<file path="config.mk">
export PLATFORM = sky130hd
export DESIGN_NAME = calendar_date_counter_flat
export DESIGN_NICKNAME = d
export VERILOG_FILES = /design/src/rtl/core/cdc_pkg.sv /design/src/rtl/core/cdc_in_if.sv /design/src/rtl/core/cdc_out_if.sv /design/src/rtl/core/cdc_day_num.sv /design/src/rtl/core/calendar_date_counter.sv /design/src/flat_wrapper.sv
export SDC_FILE = /design/constraint.sdc
export NUM_CORES = 1
export LEC_CHECK = 0
export BUFFER_PORTS_ARGS = -buffer_cell sky130_fd_sc_hd__buf_4
export CAP_MARGIN = 20
export CORE_MARGIN = 2
export CORE_UTILIZATION = 64
export CTS_CLUSTER_SIZE = 10
export DETAILED_ROUTE_END_ITERATION = 12
export PLACE_DENSITY = 0.9
export RECOVER_POWER = 25
export SETUP_SLACK_MARGIN = 0.05
export SLEW_MARGIN = 20
export SYNTH_ARGS = -nofsm -noshare
export SYNTH_HDL_FRONTEND = slang
export SYNTH_SLANG_ARGS = --single-unit
export TNS_END_PERCENT = 100
</file>
<file path="constraint.sdc">
create_clock -name clk -period 9 [get_ports clk]
set_input_delay 1.35 -clock clk [delete_from_list [all_inputs] [get_ports clk]]
set_output_delay 1.35 -clock clk [all_outputs]
set_load 0.005 [all_outputs]
</file>
<file path="src/rtl/core/cdc_pkg.sv">
package cdc_pkg;

  // Field widths
  localparam int DAY_W   = 5;
  localparam int MONTH_W = 4;
  localparam int YEAR_W  = 14;
  localparam int M100_W  = 7;   // year mod 100
  localparam int Q100_W  = 8;   // year / 100
  localparam int DN_W    = 23;  // day number from 01/01/0001

  localparam int MAX_YEAR_DEF = 9999;
  localparam int DEFAULT_YEAR = 2000;

  // Reciprocal for division by 100: q = (y * RECIP_100) >> RECIP_SHIFT, exact for 14 bits
  localparam int RECIP_100   = 5243;
  localparam int RECIP_SHIFT = 19;
  localparam int PROD_W      = YEAR_W + 14;

  localparam logic ACT_ADVANCE = 1'b0;
  localparam logic ACT_LOAD    = 1'b1;

  typedef logic signed [DN_W:0] diff_t;
  localparam diff_t DIFF_MAX = diff_t'(2 ** (DN_W - 1) - 1);
  localparam diff_t DIFF_MIN = diff_t'(-(2 ** (DN_W - 1)));

  // A valid date with its year split into century and year-in-century
  typedef struct packed {
    logic [DAY_W-1:0]   day;
    logic [MONTH_W-1:0] month;
    logic [YEAR_W-1:0]  year;
    logic [M100_W-1:0]  m100;
    logic [Q100_W-1:0]  q100;
  } date_t;

  // Leap test from year mod 4, year mod 100 and century mod 4
  function automatic logic is_leap(input logic [1:0] y4, input logic [M100_W-1:0] m100,
                                   input logic [1:0] q4);
    return (y4 == 2'd0) && ((m100 != '0) || (q4 == 2'd0));
  endfunction

  function automatic logic [DAY_W-1:0] month_days(input logic [MONTH_W-1:0] m,
                                                  input logic leap);
    logic [DAY_W-1:0] n;
    case (m)
      4'd1, 4'd3, 4'd5, 4'd7, 4'd8, 4'd10, 4'd12: n = 5'd31;
      4'd4, 4'd6, 4'd9, 4'd11:                    n = 5'd30;
      4'd2:                                       n = leap ? 5'd29 : 5'd28;
      default:                                    n = 5'd0;
    endcase
    return n;
  endfunction

  // Days in the year before the first of month m (non-leap)
  function automatic logic [8:0] days_before(input logic [MONTH_W-1:0] m);
    logic [8:0] n;
    case (m)
      4'd1:    n = 9'd0;
      4'd2:    n = 9'd31;
      4'd3:    n = 9'd59;
      4'd4:    n = 9'd90;
      4'd5:    n = 9'd120;
      4'd6:    n = 9'd151;
      4'd7:    n = 9'd181;
      4'd8:    n = 9'd212;
      4'd9:    n = 9'd243;
      4'd10:   n = 9'd273;
      4'd11:   n = 9'd304;
      4'd12:   n = 9'd334;
      default: n = 9'd0;
    endcase
    return n;
  endfunction

endpackage

</file>
<file path="src/rtl/core/cdc_in_if.sv">
interface cdc_in_if;
  logic                        valid;
  logic                        ready;
  logic                        action;
  logic [cdc_pkg::DAY_W-1:0]   in_day;
  logic [cdc_pkg::MONTH_W-1:0] in_month;
  logic [cdc_pkg::YEAR_W-1:0]  in_year;

  modport source (output valid, action, in_day, in_month, in_year, input ready);
  modport sink   (input valid, action, in_day, in_month, in_year, output ready);
endinterface

</file>
<file path="src/rtl/core/cdc_out_if.sv">
interface cdc_out_if;
  logic                               valid;
  logic                               ready;
  logic [cdc_pkg::DAY_W-1:0]          cur_day;
  logic [cdc_pkg::MONTH_W-1:0]        cur_month;
  logic [cdc_pkg::YEAR_W-1:0]         cur_year;
  logic signed [cdc_pkg::DN_W-1:0]    days_between;

  modport source (output valid, cur_day, cur_month, cur_year, days_between, input ready);
  modport sink   (input valid, cur_day, cur_month, cur_year, days_between, output ready);
endinterface

</file>
<file path="src/rtl/core/cdc_day_num.sv">
// Two-stage day number: year base and month offset, then their sum
module cdc_day_num (
  input  logic                      clk,
  input  logic                      en_a,
  input  logic                      en_b,
  input  cdc_pkg::date_t            date,
  output logic [cdc_pkg::DN_W-1:0]  dn
);

  logic [cdc_pkg::YEAR_W-1:0] p;
  logic [cdc_pkg::Q100_W-1:0] p100;
  logic [cdc_pkg::DN_W-1:0]   base_next;
  logic [8:0]                 mpart_next;
  logic                       leap;

  logic [cdc_pkg::DN_W-1:0]   base;
  logic [8:0]                 mpart;

  // Days before the year: 365p + p/4 - p/100 + p/400, with p = year - 1
  always_comb begin
    p    = date.year - cdc_pkg::YEAR_W'(1);
    p100 = (date.m100 == '0) ? date.q100 - cdc_pkg::Q100_W'(1) : date.q100;
    base_next = cdc_pkg::DN_W'(p) * cdc_pkg::DN_W'(365)
              + cdc_pkg::DN_W'(p >> 2)
              - cdc_pkg::DN_W'(p100)
              + cdc_pkg::DN_W'(p100 >> 2);
    leap = cdc_pkg::is_leap(date.year[1:0], date.m100, date.q100[1:0]);
    mpart_next = cdc_pkg::days_before(date.month)
               + 9'((date.month > 4'd2) && leap)
               + 9'(date.day) - 9'd1;
  end

  always_ff @(posedge clk) begin
    if (en_a) begin
      base  <= base_next;
      mpart <= mpart_next;
    end
    if (en_b) begin
      dn <= base + cdc_pkg::DN_W'(mpart);
    end
  end

endmodule

</file>
<file path="src/rtl/core/calendar_date_counter.sv">
// Gregorian date counter with day difference.
// Each accepted beat passes the input register and stages 1 to 5 before its result is valid.
// Throughput: one beat per cycle unless the output stalls; the date registers update in
// stage 2 from century/year-in-century counters, so no divider sits in the update loop.
// Reset (synchronous): date 01/01/2000, pipeline empty.
module calendar_date_counter #(
  parameter int MAX_YEAR = cdc_pkg::MAX_YEAR_DEF
) (
  input  logic      clk,
  input  logic      rst,
  cdc_in_if.sink    in_ch,
  cdc_out_if.source out_ch
);

  typedef struct packed {
    logic                        action;
    logic [cdc_pkg::DAY_W-1:0]   day;
    logic [cdc_pkg::MONTH_W-1:0] month;
    logic [cdc_pkg::YEAR_W-1:0]  year;
  } item_t;

  typedef struct packed {
    logic                        action;
    logic [cdc_pkg::DAY_W-1:0]   day;
    logic [cdc_pkg::MONTH_W-1:0] month;
    logic [cdc_pkg::YEAR_W-1:0]  year;
    logic [cdc_pkg::Q100_W-1:0]  q100;
  } checked_t;

  typedef struct packed {
    logic [cdc_pkg::DAY_W-1:0]   day;
    logic [cdc_pkg::MONTH_W-1:0] month;
    logic [cdc_pkg::YEAR_W-1:0]  year;
  } dmy_t;

  // Stage valids and load enables
  logic v0, v1, v2, v3, v4;
  logic l0, l1, l2, l3, l4, lo;

  item_t          r0;
  checked_t       r1, r1_next;
  cdc_pkg::date_t tgt2, cur2, tgt2_next;
  dmy_t           cur3, cur4;

  // Current date state
  logic [cdc_pkg::DAY_W-1:0]   day_reg, day_next;
  logic [cdc_pkg::MONTH_W-1:0] month_reg, month_next;
  logic [cdc_pkg::YEAR_W-1:0]  year_reg, year_next;
  logic [cdc_pkg::M100_W-1:0]  m100_reg, m100_next;
  logic [cdc_pkg::Q100_W-1:0]  q100_reg, q100_next;

  logic [cdc_pkg::PROD_W-1:0]  prod;
  logic [cdc_pkg::YEAR_W-1:0]  t_m100_full;
  logic                        t_leap, c_leap;

  logic [cdc_pkg::DN_W-1:0]    tdn, cdn;
  cdc_pkg::diff_t              diff;
  logic signed [cdc_pkg::DN_W-1:0] diff_sat;

  // Bubble-collapsing flow control
  assign lo = !out_ch.valid || out_ch.ready;
  assign l4 = !v4 || lo;
  assign l3 = !v3 || l4;
  assign l2 = !v2 || l3;
  assign l1 = !v1 || l2;
  assign l0 = !v0 || l1;
  assign in_ch.ready = l0;

  // Stage 1: check year and month, century of the year by reciprocal
  always_comb begin
    r1_next.action = r0.action;
    r1_next.day    = r0.day;
    r1_next.year   = ((r0.year == '0) || (r0.year > cdc_pkg::YEAR_W'(MAX_YEAR)))
                   ? cdc_pkg::YEAR_W'(cdc_pkg::DEFAULT_YEAR) : r0.year;
    r1_next.month  = ((r0.month == '0) || (r0.month > 4'd12)) ? 4'd1 : r0.month;
    prod = cdc_pkg::PROD_W'(r1_next.year) * cdc_pkg::PROD_W'(cdc_pkg::RECIP_100);
    r1_next.q100 = prod[cdc_pkg::RECIP_SHIFT +: cdc_pkg::Q100_W];
  end

  // Stage 2: target day check, then load or advance the current date
  always_comb begin
    t_m100_full = r1.year - cdc_pkg::YEAR_W'(r1.q100) * cdc_pkg::YEAR_W'(100);
    tgt2_next.year  = r1.year;
    tgt2_next.month = r1.month;
    tgt2_next.q100  = r1.q100;
    tgt2_next.m100  = t_m100_full[cdc_pkg::M100_W-1:0];
    t_leap = cdc_pkg::is_leap(r1.year[1:0], tgt2_next.m100, r1.q100[1:0]);
    tgt2_next.day = ((r1.day == '0) || (r1.day > cdc_pkg::month_days(r1.month, t_leap)))
                  ? 5'd1 : r1.day;

    c_leap     = cdc_pkg::is_leap(year_reg[1:0], m100_reg, q100_reg[1:0]);
    day_next   = day_reg;
    month_next = month_reg;
    year_next  = year_reg;
    m100_next  = m100_reg;
    q100_next  = q100_reg;
    if (r1.action == cdc_pkg::ACT_LOAD) begin
      day_next   = tgt2_next.day;
      month_next = tgt2_next.month;
      year_next  = tgt2_next.year;
      m100_next  = tgt2_next.m100;
      q100_next  = tgt2_next.q100;
    end else if (day_reg < cdc_pkg::month_days(month_reg, c_leap)) begin
      day_next = day_reg + 5'd1;
    end else if (month_reg < 4'd12) begin
      day_next   = 5'd1;
      month_next = month_reg + 4'd1;
    end else if (year_reg < cdc_pkg::YEAR_W'(MAX_YEAR)) begin
      day_next   = 5'd1;
      month_next = 4'd1;
      year_next  = year_reg + cdc_pkg::YEAR_W'(1);
      if (m100_reg == cdc_pkg::M100_W'(99)) begin
        m100_next = '0;
        q100_next = q100_reg + cdc_pkg::Q100_W'(1);
      end else begin
        m100_next = m100_reg + cdc_pkg::M100_W'(1);
      end
    end
  end

  // Control: valids and date state
  always_ff @(posedge clk) begin
    if (rst) begin
      v0           <= 1'b0;
      v1           <= 1'b0;
      v2           <= 1'b0;
      v3           <= 1'b0;
      v4           <= 1'b0;
      out_ch.valid <= 1'b0;
      day_reg      <= 5'd1;
      month_reg    <= 4'd1;
      year_reg     <= cdc_pkg::YEAR_W'(cdc_pkg::DEFAULT_YEAR);
      m100_reg     <= cdc_pkg::M100_W'(cdc_pkg::DEFAULT_YEAR % 100);
      q100_reg     <= cdc_pkg::Q100_W'(cdc_pkg::DEFAULT_YEAR / 100);
    end else begin
      if (l0) v0 <= in_ch.valid;
      if (l1) v1 <= v0;
      if (l2) v2 <= v1;
      if (l3) v3 <= v2;
      if (l4) v4 <= v3;
      if (lo) out_ch.valid <= v4;
      if (l2 && v1) begin
        day_reg   <= day_next;
        month_reg <= month_next;
        year_reg  <= year_next;
        m100_reg  <= m100_next;
        q100_reg  <= q100_next;
      end
    end
  end

  // Payload pipeline
  always_ff @(posedge clk) begin
    if (l0) begin
      r0.action <= in_ch.action;
      r0.day    <= in_ch.in_day;
      r0.month  <= in_ch.in_month;
      r0.year   <= in_ch.in_year;
    end
    if (l1) r1 <= r1_next;
    if (l2) begin
      tgt2       <= tgt2_next;
      cur2.day   <= day_next;
      cur2.month <= month_next;
      cur2.year  <= year_next;
      cur2.m100  <= m100_next;
      cur2.q100  <= q100_next;
    end
    if (l3) cur3 <= {cur2.day, cur2.month, cur2.year};
    if (l4) cur4 <= cur3;
    if (lo) begin
      out_ch.cur_day      <= cur4.day;
      out_ch.cur_month    <= cur4.month;
      out_ch.cur_year     <= cur4.year;
      out_ch.days_between <= diff_sat;
    end
  end

  // Stages 3 and 4: day numbers of both dates
  cdc_day_num u_tgt_dn (
    .clk  (clk),
    .en_a (l3),
    .en_b (l4),
    .date (tgt2),
    .dn   (tdn)
  );

  cdc_day_num u_cur_dn (
    .clk  (clk),
    .en_a (l3),
    .en_b (l4),
    .date (cur2),
    .dn   (cdn)
  );

  // Stage 5: signed difference, saturated to the field
  always_comb begin
    diff = $signed({1'b0, tdn}) - $signed({1'b0, cdn});
    if (diff > cdc_pkg::DIFF_MAX) begin
      diff_sat = cdc_pkg::DIFF_MAX[cdc_pkg::DN_W-1:0];
    end else if (diff < cdc_pkg::DIFF_MIN) begin
      diff_sat = cdc_pkg::DIFF_MIN[cdc_pkg::DN_W-1:0];
    end else begin
      diff_sat = diff[cdc_pkg::DN_W-1:0];
    end
  end

`ifndef ASSERT_OFF
  // Held date is always a legal one
  assert property (@(posedge clk) disable iff (rst)
    (month_reg >= 4'd1) && (month_reg <= 4'd12) && (day_reg >= 5'd1)
    && (day_reg <= cdc_pkg::month_days(month_reg, c_leap)))
    else $error("current date out of range");

  // Century split stays consistent with the year
  assert property (@(posedge clk) disable iff (rst)
    (m100_reg < cdc_pkg::M100_W'(100))
    && (year_reg == cdc_pkg::YEAR_W'(q100_reg) * cdc_pkg::YEAR_W'(100)
                    + cdc_pkg::YEAR_W'(m100_reg)))
    else $error("year mod 100 tracking lost");

  // A stalled result is not overwritten
  assert property (@(posedge clk) disable iff (rst)
    (out_ch.valid && !out_ch.ready) |=> (out_ch.valid && $stable(out_ch.days_between)))
    else $error("result dropped under stall");
`endif

endmodule
</file>
<file path="src/flat_wrapper.sv">
// flat-port wrapper written by rule: the top's interface ports become plain ports
module calendar_date_counter_flat 
#(
  parameter int MAX_YEAR = cdc_pkg::MAX_YEAR_DEF
)
  (clk, rst, in_ch_valid, in_ch_action, in_ch_in_day, in_ch_in_month, in_ch_in_year, in_ch_ready, out_ch_valid, out_ch_cur_day, out_ch_cur_month, out_ch_cur_year, out_ch_days_between, out_ch_ready);
  cdc_in_if in_ch_i ();
  cdc_out_if out_ch_i ();
  input  logic clk;
  input  logic rst;
  input wire logic [$bits(in_ch_i.valid)-1:0] in_ch_valid;
  input wire logic [$bits(in_ch_i.action)-1:0] in_ch_action;
  input wire logic [$bits(in_ch_i.in_day)-1:0] in_ch_in_day;
  input wire logic [$bits(in_ch_i.in_month)-1:0] in_ch_in_month;
  input wire logic [$bits(in_ch_i.in_year)-1:0] in_ch_in_year;
  output wire logic [$bits(in_ch_i.ready)-1:0] in_ch_ready;
  output wire logic [$bits(out_ch_i.valid)-1:0] out_ch_valid;
  output wire logic [$bits(out_ch_i.cur_day)-1:0] out_ch_cur_day;
  output wire logic [$bits(out_ch_i.cur_month)-1:0] out_ch_cur_month;
  output wire logic [$bits(out_ch_i.cur_year)-1:0] out_ch_cur_year;
  output wire logic [$bits(out_ch_i.days_between)-1:0] out_ch_days_between;
  input wire logic [$bits(out_ch_i.ready)-1:0] out_ch_ready;
  assign in_ch_i.valid = in_ch_valid;
  assign in_ch_i.action = in_ch_action;
  assign in_ch_i.in_day = in_ch_in_day;
  assign in_ch_i.in_month = in_ch_in_month;
  assign in_ch_i.in_year = in_ch_in_year;
  assign in_ch_ready = in_ch_i.ready;
  assign out_ch_valid = out_ch_i.valid;
  assign out_ch_cur_day = out_ch_i.cur_day;
  assign out_ch_cur_month = out_ch_i.cur_month;
  assign out_ch_cur_year = out_ch_i.cur_year;
  assign out_ch_days_between = out_ch_i.days_between;
  assign out_ch_i.ready = out_ch_ready;
  calendar_date_counter #(.MAX_YEAR(MAX_YEAR)) u_core (.clk(clk), .rst(rst), .in_ch(in_ch_i), .out_ch(out_ch_i));
endmodule
</file>
==> results of run 1 <==
worst min-delay path by stage:
stage                                      to  slack (ns)  cells past startpoint
global placement    u_core.out_ch.cur_year[9]        0.40                      0
detailed placement  u_core.out_ch.cur_year[6]        0.40                      0
finish                          u_core.r1[27]        0.41                      0
floorplan                      u_core.cur4[0]        0.40                      0
CTS                             u_core.r1[27]        0.41                      0
global route                  u_core.cur4[14]        0.42                      0
layout make-up:
type,instances,area [sq um]
clock buffers,82,1330
clock inverters,3,41.3
fillers,3092,13400
inverters,511,1920
multi-input cells,1737,16200
flip-flops and latches,394,11200
well taps,600,751
repair buffers,85,627
critical path, delay by kind of cell (launching register included):
| kind | cells | cell delay (ns) |
|---|---|---|
| adders and majority gates | 6 | 2.80 |
| and+or+nand+nor | 5 | 0.87 |
| AOI/OAI and AO/OA | 7 | 1.92 |
| xor gates and xnor gates | 2 | 0.67 |
| DFF | 1 | 0.45 |
| buffers and inverters | 2 | 0.10 |
through the flow:
stage | instance area, sq um | instances | setup slack [ns]
after floorplan | 29500 | 2692 | 2.57
after global placement | 30700 | 3326 | 2.30
after detailed placement | 30700 | 3326 | 1.96
after CTS | 32000 | 3411 | 1.92
after global routing | 32000 | 3412 | 1.35
final | 32000 | 3412 | 1.90
synthesized netlist by cell type (15+ instances only):
| library cell | n | area [sq um] |
|---|---|---|
| inv_1 | 510 | 1910 |
| nor2_1 | 116 | 435 |
| nand4_1 | 20 | 125 |
| xnor2_1 | 164 | 1440 |
| xor2_1 | 47 | 412 |
| mux2i_1 | 16 | 160 |
| nor3_1 | 34 | 170 |
| nand3_1 | 34 | 170 |
| nor2b_1 | 16 | 100 |
| o21a_1 | 22 | 165 |
| edfxtp_1 | 332 | 9970 |
| ha_1 | 358 | 4480 |
| a21o_1 | 47 | 353 |
| clkbuf_1 | 38 | 143 |
| and3_1 | 19 | 119 |
| nor4_1 | 17 | 106 |
| a21oi_1 | 117 | 586 |
| o21ai_0 | 104 | 521 |
| nand2b_1 | 27 | 169 |
| and2_1 | 23 | 144 |
| fa_1 | 216 | 4320 |
| dfxtp_1 | 62 | 1240 |
| nand2_1 | 150 | 563 |
| o21bai_1 | 15 | 113 |
metal layers:
layer	up-vias	track usage, %	routed length, microns
li1	9238	-	-
met1	9539	34.2	25800
met2	653	48.4	32300
met3	150	3.52	3500
met4	0	12.6	2870
met5	-	0	0
cell families (layout without fill, tap and decap cells):
kind of cell / after synthesis / after routing / share of synthesized area (%)
mux: 25 / 25 / 0.954
flops: 394 / 394 / 38.0
simple gates: 497 / 497 / 8.33
xor+xnor: 212 / 212 / 6.32
fa+ha+maj: 580 / 580 / 30.1
compound gates: 423 / 423 / 9.09
buf+inv: 561 / 681 / 7.24
==> results.sh, run 1 <==
export IMPL_cap_violations=2
export IMPL_holdWs_ns=0.408
export IMPL_fin_nets=3377
export IMPL_reg2reg_slack_ns=1.90
export IMPL_totalWireLength_mm=64.4
export IMPL_syn_area_per_cell_sq_um=11.0
export IMPL_slowest_stage="o41ai_1"
export IMPL_overflow=0
export IMPL_rsz0062_at_grt="no"
export IMPL_cts_resized=0
export IMPL_timing_rr_start="u_core.tgt2[18]"
export IMPL_endpoint_kind="flop"
export IMPL_critPathLaunchType="flop"
export IMPL_grt_pass1_vias=20500
export IMPL_hp_start="u_core.r0[19]"
export IMPL_root_buffer="clkbuf_16"
export IMPL_run_status="complete, but fails checks"
export IMPL_setup_viol_count_final=0
export IMPL_place_gp_congestion=0.961
export IMPL_cpPeakStageDelay_ns=0.63
export IMPL_rows=78
export IMPL_crit_end="u_core.u_tgt_dn.base[21]"
export IMPL_syn_nets=3294
export IMPL_period_share_pct=78.8
export IMPL_violations="max-capacitance violations, max-slew violations"
export IMPL_largest_reg_flops=38
export IMPL_synthesis_instances=2692
export IMPL_start_util_pct=64.9
export IMPL_required_ns=9.31
export IMPL_synth_yosys_warnings=0
export IMPL_hold_buffers=0
export IMPL_crit_path_start="u_core.tgt2[18]"
export IMPL_clk_path_buf_depth=3
export IMPL_layout_commonest_cell="inv_1"
export IMPL_viasPerCell=5.74
export IMPL_ios=76
export IMPL_grt_usage_pct=27.6
export IMPL_slew_headroom_pct=-38.5
export IMPL_hold_viol_final=0
export IMPL_area_delta_synth_final_pct=8.62
export IMPL_antenna_found_initial=0
export IMPL_critical_path_class="reg2reg"
export IMPL_reg2reg_depth=22
export IMPL_ant_nets=0
export IMPL_cts_tree="built"
export IMPL_clk_latency_ns=0.59
export IMPL_dr_pass1_iters=5
export IMPL_synth_seq_cells=394
export IMPL_core_area_sq_um=45500
export IMPL_crit_top_cell="fa_1"
export IMPL_port_buffers=75
export IMPL_fin_skew_ns=0.0285
export IMPL_cts_num_sinks=394
export IMPL_die_area_sq_um=47800
export IMPL_hpwl_mm=50.1
export IMPL_worstMarginPinSlew_ns=2.08
export IMPL_grt_max_degree=75
export IMPL_path_clk_slew_ns=0.06
export IMPL_top_regs="u_core.cur2 (38), u_core.tgt2 (36), u_core.r1 (32)"
export IMPL_synth_cell_types=79
export IMPL_synth_cell_area_sq_um=29500
export IMPL_detail_route_wl_per_cell_microns=18.9
export IMPL_dieHeight_microns=219
export IMPL_final_util_pct=70.4
export IMPL_fmax_ghz=0.141
export IMPL_ys_async_sr_fraction_pct=0
export IMPL_top_register="u_core.cur2"
export IMPL_cts_setup_buffers=0
export IMPL_synth_seq_area_share_pct=38.0
export IMPL_vias=19600
export IMPL_drc=0
export IMPL_fin_crit_ns=7.10
export IMPL_cts_buffers=46
export IMPL_timing_rr_end="u_core.u_tgt_dn.base[21]"
export IMPL_drt_iter0_drc=1445
export IMPL_synth_edff_count=332
export IMPL_die_w_microns=219
export IMPL_drive_gt1_share_pct=6.47
export IMPL_antenna_cells=0
export IMPL_ys_flop_type="edfxtp_1"
export IMPL_crit_chain="nor4_1 -> nand2b_1 -> nor2_1 -> nand2_1 -> xnor2_1 -> ha_1 -> fa_1 -> inv_1 -> fa_1 -> fa_1 -> inv_1 -> fa_1 -> ha_1 -> a21oi_1 -> nand2_1 -> a21oi_1 -> a2bb2oi_1 -> o31ai_1 -> o41ai_1 -> o2111ai_1 -> a21oi_1 -> xnor2_1"
export IMPL_final_cell_mix="inv_1 (508), ha_1 (358), edfxtp_1 (332), fa_1 (216), xnor2_1 (164)"
export IMPL_grt_pass1_wl_mm=104
export IMPL_worst_path_max_fanout=6
export IMPL_h_tree_depth=2
export IMPL_hp_class="reg2reg"
export IMPL_worst_ep_arrival_time_ns=7.40
export IMPL_fin_tns_setup_ns=0
export IMPL_slew_viol_final=79
Power of run 1 is left out: the tool's default activity adds up to more than one toggle a clock period on the data nets, which glitch-free logic cannot reach.
==> run 2: changes to the inputs <==
- CORE_UTILIZATION: 64 -> 58
- PLACE_DENSITY: 0.9 -> 0.87
- clock period: 9 -> 5.8 ns (I/O delays scaled with it)
==> run 2 against run 1 <==
Net effect: clock-buffer cell count decreased by 5; the flow finishes with violations (max-capacitance violations, max-slew violations, negative setup slack); critical path type unchanged; register-to-register slack got worse by 2.2 ns; routed wire length increased by 11%; core utilization decreased by 0.75 points; final area increased by 9.1%; hold slack about the same; sequential share of layout area decreased by 2.9 points; flip-flop and latch count unchanged; worst setup slack got worse by 2.2 ns.
==> results.sh, run 2 (synthesis results as in run 1) <==
export IMPL_hp_class="reg2reg"
export IMPL_viasPerCell=5.69
export IMPL_worstMarginPinSlew_ns=2.07
export IMPL_worst_path_max_fanout=4
export IMPL_antenna_cells=0
export IMPL_layout_commonest_cell="inv_1"
export IMPL_largest_reg_flops=38
export IMPL_rows=82
export IMPL_met3_usage_pct=3.22
export IMPL_fin_tns_setup_ns=-1.25
export IMPL_dieHeight_microns=230
export IMPL_regArea_sq_um=11200
export IMPL_grt_busiest_layer="met2"
export IMPL_hp_start="u_core.cur4[0]"
export IMPL_root_buffer="clkbuf_16"
export IMPL_critical_path_class="reg2reg"
export IMPL_whs_path_depth=0
export IMPL_cap_violations=2
export IMPL_place_gp_congestion=0.891
export IMPL_reg2reg_slack_ns=-0.31
export IMPL_drc=0
export IMPL_ant_nets=0
export IMPL_grt_pass1_wl_mm=109
export IMPL_n_fill_cell=3212
export IMPL_reg2reg_depth=21
export IMPL_grtUsageMet2_pct=45.8
export IMPL_fin_nets=3551
export IMPL_drive_gt1_share_pct=18.2
export IMPL_fin_skew_ns=0.0308
export IMPL_setup_viol_count_final=12
export IMPL_violations="max-capacitance violations, max-slew violations, negative setup slack"
export IMPL_dr_pass1_iters=5
export IMPL_cts_tree="built"
export IMPL_endpoint_kind="flop"
export IMPL_final_cell_mix="inv_1 (487), edfxtp_1 (332), ha_1 (311), fa_1 (214), buf_4 (206)"
export IMPL_clk_path_buf_depth=3
export IMPL_start_util_pct=58.8
export IMPL_cpPeakStageDelay_ns=0.56
export IMPL_run_status="complete, but fails checks"
export IMPL_hpwl_mm=50.5
export IMPL_antenna_found_initial=0
export IMPL_slew_headroom_pct=-37.8
export IMPL_ios=76
export IMPL_cts_num_sinks=394
export IMPL_die_w_microns=230
export IMPL_totalWireLength_mm=71.5
export IMPL_core_area_sq_um=50200
export IMPL_fin_crit_ns=6.11
export IMPL_port_buffers=75
export IMPL_slew_viol_final=92
export IMPL_worst_ep_arrival_time_ns=6.41
export IMPL_hold_viol_final=0
export IMPL_multi_input_area_sq_um=17700
export IMPL_rsz0062_at_grt="yes"
export IMPL_cts_buffers=46
export IMPL_grt_usage_pct=25.8
export IMPL_grt_pass1_vias=21800
export IMPL_detail_route_wl_per_cell_microns=19.6
export IMPL_period_share_pct=105
export IMPL_grt_max_degree=80
export IMPL_required_ns=6.10
export IMPL_top_register="u_core.cur2"
export IMPL_drt_iter0_drc=1600
export IMPL_fmax_ghz=0.164
export IMPL_timing_rr_start="u_core.tgt2[14]"
export IMPL_critPathBufInv=1
export IMPL_area_delta_synth_final_pct=18.6
export IMPL_gr_usage_met1_pct=31.6
export IMPL_path_clk_slew_ns=0.06
export IMPL_crit_chain="nor4_2 -> nand3b_1 -> nor3_2 -> nand2b_1 -> nor2_2 -> nand2_2 -> xor2_2 -> fa_1 -> fa_1 -> inv_1 -> fa_1 -> fa_1 -> ha_4 -> o21ai_1 -> nand2b_1 -> a21o_1 -> a31o_2 -> o211ai_1 -> nand3_2 -> a2111oi_4 -> nor3b_2"
export IMPL_min_to="u_core.out_ch.cur_year[0]"
export IMPL_clk_latency_ns=0.59
export IMPL_vias=20800
export IMPL_crit_family="adder cells"
export IMPL_setup_ws_ns=-0.313
export IMPL_overflow=0
export IMPL_die_area_sq_um=52700
export IMPL_top_regs="u_core.cur2 (38), u_core.tgt2 (36), u_core.r1 (32)"
export IMPL_timing_rr_end="u_core.u_tgt_dn.base[22]"
export IMPL_critPathLaunchType="flop"
export IMPL_h_tree_depth=2
export IMPL_crit_top_cell="fa_1"
export IMPL_slowest_stage="fa_1"
run 2: cell types whose count changed in the layout (fill, tap and decap cells not counted), moves of 16 or more:
| cell | delta |
|---|---|
| ha_1 | -47 |
| inv_1 | -21 |
| inv_2 | +16 |
| buf_4 | +148 |
| a21oi_1 | -17 |
| buf_6 | +16 |
| ha_4 | +44 |
run 2: what timing repair did:
| action | in CTS | in global routing |
|---|---|---|
| pin swaps | 76 | 77 |
| gates resized for setup | 96 | 113 |
| endpoints found under the setup margin | 22 | 32 |
| gates cloned | 1 | 0 |
| hold buffers | 0 | 0 |
| setup buffers | 32 | 18 |
run 2: per-stage QoR:
step	hold slack (ns)	util, %	setup slack, ns	instances	area [sq um]
final	0.408	69.7	-0.313	3656	35000
after global routing	0.403	69.7	-0.519	3656	35000
after CTS	0.407	68.3	-0.0457	3638	34300
after detailed placement	0.405	64.2	-0.409	3522	32200
after global placement	0.403	64.2	-0.209	3522	32200
after floorplan	0.400	-	-0.00146	2692	30000
run 2: how the worst max path moves through the flow:
| stage | start | end | slack [ns] | cells after the start |
|---|---|---|---|---|
| after floorplan | u_core.cur2[15] | u_core.u_cur_dn.base[22] | -0.001 | 22 |
| final | u_core.tgt2[14] | u_core.u_tgt_dn.base[22] | -0.31 | 21 |
| after global routing | u_core.tgt2[11] | u_core.u_tgt_dn.base[22] | -0.52 | 21 |
| after detailed placement | u_core.cur2[11] | u_core.u_cur_dn.base[22] | -0.41 | 22 |
| after global placement | u_core.cur2[11] | u_core.u_cur_dn.base[22] | -0.21 | 22 |
| after CTS | u_core.cur2[16] | u_core.u_cur_dn.base[22] | -0.05 | 21 |
run 2: layout make-up:
type	count	share of cell area, %
Multi-Input combinational cell	1737	50.5
Sequential cell	394	32.1
Clock inverter	6	0.200
Clock buffer	77	3.65
Tap cell	672	2.40
Inverter	511	5.52
Timing Repair Buffer	259	5.67
run 2: per-layer routing:
metal	up-vias	wire length, microns
li1	9570	-
met1	10200	27800
met2	804	36400
met3	221	3770
met4	0	3540
met5	-	0
Power of run 2 is left out for the same reason.
